$ cat config.mk
export PLATFORM = sky130hd
export DESIGN_NAME = rme_isqrt
export DESIGN_NICKNAME = d
export VERILOG_FILES = /design/src/hdl/rme_pkg.sv /design/src/hdl/rme_isqrt.sv
export SDC_FILE = /design/constraint.sdc
export NUM_CORES = 2
export LEC_CHECK = 0
export ABC_AREA = 1
export BUFFER_PORTS_ARGS = -buffer_cell sky130_fd_sc_hd__buf_2
export CORE_UTILIZATION = 60
export CTS_BUF_LIST = sky130_fd_sc_hd__clkbuf_4 sky130_fd_sc_hd__clkbuf_8
export DETAILED_ROUTE_END_ITERATION = 12
export GPL_TIMING_DRIVEN = 1
export PLACE_DENSITY = 0.79
export SETUP_SLACK_MARGIN = 0.1
export SYNTH_ARGS = -nofsm -noshare
export SYNTH_HDL_FRONTEND = slang
export SYNTH_SLANG_ARGS = --single-unit
export TNS_END_PERCENT = 50
$ cat constraint.sdc
create_clock -name clk_i -period 2.29 [get_ports clk_i]
set_input_delay 0.458 -clock clk_i [delete_from_list [all_inputs] [get_ports clk_i]]
set_output_delay 0.458 -clock clk_i [all_outputs]
set_load 0.01 [all_outputs]
$ cat src/hdl/rme_pkg.sv
// shared constants, types and helpers for the rotation matrix to euler angle block
`default_nettype none
package rme_pkg;

  localparam int unsigned M_W      = 18;   // matrix entry width
  localparam int unsigned ARG_W    = 30;   // atan2 operand width, q.26
  localparam int unsigned SQ_IN_W  = 56;   // radicand width
  localparam int unsigned SQ_OUT_W = 28;   // root width, one stage per bit
  localparam int unsigned ROLL_W   = 19;
  localparam int unsigned PITCH_W  = 18;
  localparam int unsigned YAW_W    = 19;
  localparam int unsigned THR_W    = 10;
  localparam int unsigned OUT_W    = 20;   // common angle width before packing

  localparam logic [63:0] PI_Q30  = 64'd3373259426;
  localparam logic [63:0] PIH_Q30 = 64'd1686629713;
  localparam logic [19:0] PIH_OUT = 20'd102944;

  localparam logic [63:0] ATAN_Q30 [24] = '{
    64'd843314857, 64'd497837829, 64'd263043837, 64'd133525159,
    64'd67021687,  64'd33543516,  64'd16775851,  64'd8388437,
    64'd4194283,   64'd2097149,   64'd1048576,   64'd524288,
    64'd262144,    64'd131072,    64'd65536,     64'd32768,
    64'd16384,     64'd8192,      64'd4096,      64'd2048,
    64'd1024,      64'd512,       64'd256,       64'd128
  };

  typedef struct packed {
    logic signed [M_W-1:0] m11;
    logic signed [M_W-1:0] m01;
    logic signed [M_W-1:0] m22;
    logic signed [M_W-1:0] m21;
    logic signed [M_W-1:0] m20;
    logic signed [M_W-1:0] m10;
    logic signed [M_W-1:0] m00;
  } mat_t;

  // q30 constant rounded half up to fb fraction bits
  function automatic logic [63:0] q30_round(input logic [63:0] v, input int fb);
    logic [63:0] r;
    if (fb >= 30) begin
      r = v;
    end else begin
      r = (v + (64'd1 << (29 - fb))) >> (30 - fb);
    end
    return r;
  endfunction

endpackage
`default_nettype wire

$ cat src/hdl/rme_isqrt.sv
// pipelined floor integer square root, one root bit per stage
`default_nettype none
module rme_isqrt
  import rme_pkg::*;
(
  input  wire logic                clk_i,
  input  wire logic                ce_i,
  input  wire logic [SQ_IN_W-1:0]  n_i,
  output logic      [SQ_OUT_W-1:0] root_o
);

  localparam int unsigned AW = SQ_IN_W + 2;

  logic [SQ_IN_W-1:0]  rem_q  [0:SQ_OUT_W];
  logic [SQ_OUT_W-1:0] root_q [0:SQ_OUT_W];

  always_comb begin
    rem_q[0]  = n_i;
    root_q[0] = '0;
  end

  for (genvar k = 0; k < SQ_OUT_W; k++) begin : g_stage
    localparam int unsigned B = SQ_OUT_W - 1 - k;
    logic [AW-1:0] trial;
    logic          take;
    // (2r + 2^b) * 2^b against remainder n - r^2
    assign trial = (AW'(root_q[k]) << (B + 1)) + (AW'(1) << (2 * B));
    assign take  = AW'(rem_q[k]) >= trial;
    always_ff @(posedge clk_i) begin
      if (ce_i) begin
        rem_q[k+1]  <= take ? SQ_IN_W'(AW'(rem_q[k]) - trial) : rem_q[k];
        root_q[k+1] <= take ? (root_q[k] | (SQ_OUT_W'(1) << B)) : root_q[k];
      end
    end
  end

  assign root_o = root_q[SQ_OUT_W];

endmodule
`default_nettype wire

==> results, run 1 <==
- The flow did not finish.
- The flow halted during global routing.
- The tool reported: "[ERROR GRT-0116] Global routing finished with congestion. Check the congestion regions in the DRC Viewer".
- TritonCTS created about 330 clock buffers.
- The synthesized design contains around 1900 enable-type register cells.
- The maximum number of buffers from clock root to sink is 4.
- The total global routing overflow is just over 400.
- The number of I/O pins is 86.
- The maximum number of pins on one net before global-route repair is 93.
- After synthesis, the cell types taking the most area are edfxtp_1 (52%), nand2_1 (14%), inv_1 (7.6%), nor2_1 (5.2%), ha_1 (4.9%).
- After synthesis, flip-flops and latches occupy 52.28% of the total area.
- The synthesized area per cell is 8.339 um2.
- The leading register cell type out of synthesis is edfxtp_1.
- Routability-driven placement finished with a final weighted congestion of roughly 1.1.
- In this run the tool buffered the top-level ports with 85 buffer cells.
- The gate count after technology mapping is between 10000 and 15000.
- The floorplan die width is between 400 and 500 um.
- The count of distinct cell types in the synthesized netlist is 55.
- Global routing used between 60% and 70% of the available tracks across all layers.
- For this configuration, the core starts out at a cell density of 60.69%.
- Summed over its instances, the top area cell type makes up a little over half of the synthesized netlist area.
- Detailed placement ended at an HPWL of 324500 um.
- For this design, the sink count on the clock tree is roughly 1900.
- The number of nets handed over by synthesis was between 10000 and 15000.
- Counting flops and latches in the post-synthesis netlist gives between 1500 and 2000.
- The count of synthesis-stage warnings from yosys is 0.
- The clock root buffer master is clkbuf_8.
- The via count of the first global-routing pass is roughly 130k.
- The H-tree was split into 5 levels.
- Row generation in the floorplan step produced ~160 rows.
- The mapped netlist covers between 100000 and 150000 um2.
- After synthesis, the share of flip-flops with an asynchronous set or reset is 0%.
- The first-pass GRT wire length is roughly 840000 um.
- The vertical die dimension is 430.5 um.
- edfxtp_1 takes more of the synthesized area than any other cell.
## synth_stat cells, drive strengths merged (85+ instances only)
| cell type | number |
|---|---|
| o21ai | 395 |
| a21oi | 519 |
| edfxtp | 1918 |
| nand4 | 258 |
| nand3 | 763 |
| inv | 2235 |
| nor3 | 145 |
| nand3b | 85 |
| ha | 432 |
| nor4 | 97 |
| nor2 | 1545 |
| xnor2 | 203 |
| xor2 | 158 |
| buf | 93 |
| nand2 | 4235 |
## cell families after synthesis
kind of cell               count (synthesis)  share of synthesized area (%)
xor gates and xnor gates                 361                          2.870
adders and majority gates                432                          4.907
AOI/OAI and AO/OA                        991                          4.812
buffers and inverters                   2334                          8.246
DFF                                     1918                          52.28
and+or+nand+nor                         7174                          26.88
## stage by stage
stage                     cell area (um2)  std cells  setup WS [ps]  hold WS [ps]  setup TNS (ps)
after CTS                          147900      18970         -162.8         1.081          -35170
after detailed placement           132100      18024         -893.1         432.5         -190700
after global placement             132100      18024         -923.0         423.9         -154740
after floorplan                    110200      13210          132.0         416.6               0
## per-layer routing
metal	GRT overflow	GRT usage [%]
met4	140	57.32
met1	29	64.31
met3	19	38.73
met2	225	83.86
met5	1	18.89
## repair_timing
action	CTS
setup endpoints to repair	766
gates resized for setup	1349
hold endpoints to repair	190
hold buffers	57
gates cloned	37
pin swaps	242
buffers inserted	297
==> inputs of run 2 (changes only) <==
CORE_UTILIZATION = 40   (was 60)
CTS_BUF_LIST = not set   (was sky130_fd_sc_hd__clkbuf_4 sky130_fd_sc_hd__clkbuf_8)
PLACE_DENSITY = not set   (was 0.79)
PLACE_DENSITY_LB_ADDON = 0.15   (was not set)
SETUP_SLACK_MARGIN = not set   (was 0.1)
clock period = 3 ns   (was 2.29 ns; I/O delays follow)
==> run 2 against run 1 <==
  * The run now ends clean
  * Synthesized cell count stayed put
  * Synthesized area stayed put
==> results, run 2 <==
- IR analysis of the VDD net gives a maximum drop of 0.5816 mV.
- The type of the worst min-delay path is input pin to flop.
- The count of nets after finishing is 14353.
- The area used by sequential logic in the layout is between 50000 and 60000 um2.
- The worst-path maximum fanout is 18.
- The floorplan die width is 526.8 um (was 430.5 um).
- The setup slack on the worst flop-to-flop path is approximately 32 ps.
- The flip-flop and latch count after synthesis is 1918 (unchanged).
- The HPWL after detailed placement is 323500 um (was 324500 um).
- Derived from the worst setup path, the maximum achievable clock frequency is between 300 and 400 MHz.
- For hold timing, the worst endpoint is rem_q[1115]$_DFFE_PP_.
- STA classifies the critical path startpoint as a flop.
- The net count of the mapped netlist is 13700 (unchanged).
- The weighted congestion at the end of routability-driven global placement is 0.9843 (was 1.076).
- The worst flop-to-flop path endpoint is rem_q[89]$_DFFE_PP_.
- The routed design could run at a clock period as short as just under 3000 ps.
- The total number of placement rows is 192 (was 156).
- The clock-pin slew on the worst setup and hold paths is about 60 ps.
- The total met2 wirelength after detailed routing is 198600 um.
- After detailed routing, the number of remaining DRC violations is 0.
- Outcome: finished, final reports clean (was aborted with a tool error).
- The total number of vias is roughly 90000.
- The share of the clock period used by the worst path is a little over nine tenths.
- STA classifies the critical path endpoint as a flop.
- For this design the ratio of total power to cell area is roughly 700 nW/um2.
- In the layout the commonest cells are nand2_1 (4217), inv_1 (2216), edfxtp_1 (1918).
- The worst path required time is roughly 3700 ps.
- On the critical path, the stage with the largest delay is an instance of edfxtp_1.
- The detailed-routing iteration count for the pre-antenna-repair pass is 6.
- Measured against its own limit, the worst slew margin works out to about a third.
- The post-route antenna net violation count is 0.
- The region available for standard cell placement spans roughly 270000 um2.
- The dominant cell by count in the synthesized netlist is nand2_1 (unchanged).
- The uppermost layer routed is met5.
- Along the worst hold path, the cell count comes to 1.
- The final instance area is about 130000 um2.
- The worst reg2reg path depth is 13.
- The synthesized area per cell is 8.339 um2 (unchanged).
- The most frequent cell on the critical path is nand3_1.
- In this run the critical register-to-register path is launched from root_q[58]$_SDFFCE_PP1P_.
- The initial antenna violation count is 12.
- The final count of pins violating max slew is 0.
- The combined global-route utilization of all metal layers is ~28%.
- The number of enable flip-flop cells after synthesis is 1918 (unchanged).
- For this run the aggregate overflow at the end of global routing stands at 0.
- The hold violation count in the final report is 0.
- The critical path contains buffers and inverters numbering 3 combined.
- The number of placed instances with taps included was 17170 (was 18024).
- Most used standard cells in the synthesized netlist: nand2_1 (4219), inv_1 (2217), edfxtp_1 (1918) (unchanged).
- The type of the setup path with the least slack is flop to flop.
- The final worst clock skew is ~82 ps.
- The total clock sinks came to 1918 (unchanged).
- The maximum number of buffers from clock root to sink is 4 (unchanged).
- Relative to the synthesized area, the layout overhead comes to 14.29%.
- The gate count after technology mapping is 13210 (unchanged).
- Summing all multi-input logic gate instances after layout gives between 40000 and 50000 um2.
- More flip-flops sit in one register than any other, and that register is rem_q.
- The finished layout holds 17634 standard cells, fillers aside.
- The tightest hold path in the finished design has a slack of 89.35 ps.
- After the first detailed-routing iteration, the DRC count stood at between 6000 and 7000.
- The library cell used most frequently in the layout, excluding fill and tap cells, is nand2_1.
- The effective utilization at floorplan is 40.22% (was 60.69%).
- The first-pass GRT wire length is between 500000 and 600000 um.
- TritonCTS built the clock tree.
- The cell taking the most area after synthesis is edfxtp_1 (unchanged).
- For this design the static power due to leakage is around 56 nW.
- The number of I/O pins was 86 (unchanged).
- For the worst-skew pair, the clock arrives at the later sink with an insertion delay of between 900 and 1000 ps.
- Cells with a size suffix above 1 make up under 10% of the layout.
- The fraction of post-synthesis cell area in the top cell type by area is 52.28% (unchanged).
- After detailed routing, the average wire length per cell comes to around 22 um.
- The share of synthesized registers carrying an async set or reset came to 0% (unchanged).
- The routed design uses 18050 um of met3 wire.
- The worst endpoint data arrival time is about 3700 ps.
- The count of synthesis-stage warnings from yosys is 0 (unchanged).
- Leading cell types by total area after synthesis: edfxtp_1 (52%), nand2_1 (14%), inv_1 (7.6%), nor2_1 (5.2%), ha_1 (4.9%) (unchanged).
- The number of port buffers came to 85 (unchanged).
- The number of H-tree levels came to 4 (was 5).
- The startpoint identified for the worst hold timing path is ce_i.
- The number of buffers created by CTS was 217 (was 327).
- The vertical die dimension is 526.8 um (was 430.5 um).
- The maximum single-stage delay on the critical path is between 500 and 600 ps.
- The clock root buffer master was clkbuf_16 (was clkbuf_8).
- The tool flagged a number of max-cap violations equal to 0.
- The via count of the first global-routing pass is between 80000 and 90000.
- The floorplan step defined a die boundary enclosing approximately 280000 um2.
- The register with the most flip-flops in the layout has roughly 1500 of them.
- The kind of cell with the highest combined delay on the critical path is simple AND/OR/NAND/NOR gates.
- The maximum number of pins on one net before global-route repair is between 100 and 150.
- The count of distinct cell types in the synthesized netlist is 55 (unchanged).
- The total of endpoints with negative setup slack in the final report is 0.
- The fraction of the yosys area taken by sequential cells is 52.28% (unchanged).
- The leading register cell type out of synthesis is edfxtp_1 (unchanged).
- The standard cell area after detailed placement came to 117800 um2 (was 132100 um2).
- In the routed layout, each cell is associated on average with a via count of between 5 and 6.
- Wires add up to 395000 um.
- The worst-margin pin slew is between 900 and 1000 ps.
- Traced cell by cell, the critical path runs through inv_1, ha_1, nand2_1, nor2_2, nand3_1, nor2_1, nand2_1, nand3_1, inv_2, nand2_8, buf_4, nand3_1, o21ai_0.
- The number of filler instances in the final layout is roughly 27000.
- Setup repair after global routing left no endpoint under its margin.
- The post-synthesis instance area is 110200 um2 (unchanged).
- The wire length on met1 is 157100 um.
[run 2: worst reg2reg max path, delay by kind of cell, from the launching register on]
| family | cells | cell delay, ps |
|---|---|---|
| adders and majority gates | 1 | 390 |
| DFF | 1 | 560 |
| buffers and inverters | 3 | 480 |
| and+or+nand+nor | 8 | 1200 |
| AOI/OAI and AO/OA | 1 | 160 |
[run 2: what timing repair did]
item,in CTS,in global routing
setup endpoints to repair,36,49
hold buffers,56,0
gates resized for setup,11,25
setup buffers,1,6
pin swaps,1,1
hold endpoints to repair,56,0
[run 2: where the power goes]
part           total [mW]  internal [mW]  switching (mW)
logic                23.6           7.63            16.0
registers            37.2           33.8            3.42
clock network        27.9           16.1            11.8
total                88.7           57.6            31.1
[run 2: how the worst max path moves through the flow]
stage               slack, ps                      from  cells past startpoint              endpoint
floorplan                 840      rem_q[825]$_DFFE_PP_                     11  rem_q[777]$_DFFE_PP_
global placement         -540     root_q[501]$_DFFE_PP_                     11  rem_q[947]$_DFFE_PP_
detailed placement       -520     root_q[501]$_DFFE_PP_                     11  rem_q[947]$_DFFE_PP_
CTS                         6     root_q[135]$_DFFE_PP_                     11  rem_q[187]$_DFFE_PP_
global route                2     root_q[166]$_DFFE_PP_                     13  rem_q[251]$_DFFE_PP_
finish                     30  root_q[58]$_SDFFCE_PP1P_                     13   rem_q[89]$_DFFE_PP_
[run 2: final cells by class]
type / instances / share of cell area [%]
Antenna cell: 2 / 0.003975
Clock buffer: 243 / 4.391
Tap cell: 3589 / 3.567
Inverter: 2236 / 6.675
Timing Repair Buffer: 532 / 3.524
Sequential cell: 1918 / 45.75
Multi-Input combinational cell: 8958 / 34.59
Clock inverter: 156 / 1.500
[run 2: per-layer routing]
layer  vias to the layer above  GRT usage [%]
met1                     42760          32.84
met2                      2525          50.41
met5                         -              0
li1                      44202              -
met3                       714          3.091
met4                         4          13.22
[run 2: per-stage QoR]
step,TNS (ps),setup WS (ps),total power [mW],utilization (%)
after floorplan,0,842.0,50.55,-
after global placement,-11480,-537.2,61.15,43.01
after detailed placement,-10080,-524.3,61.01,43.01
after CTS,0,5.562,89.24,45.94
after global routing,0,1.677,93.01,45.97
final,0,31.65,88.71,45.97
[run 2: kinds of logic (layout without fill, tap and decap cells)]
| kind of cell | Yosys count | in the layout | share of synthesized area (%) |
|---|---|---|---|
| flops | 1918 | 1918 | 52.28 |
| other cells | 0 | 2 | 0 |
| simple gates | 7174 | 7174 | 26.88 |
| buf+inv | 2334 | 3167 | 8.246 |
| fa+ha+maj | 432 | 432 | 4.907 |
| compound gates | 991 | 991 | 4.812 |
| xor+xnor | 361 | 361 | 2.870 |
No activity file was read; power rests on OpenSTA's default activity.
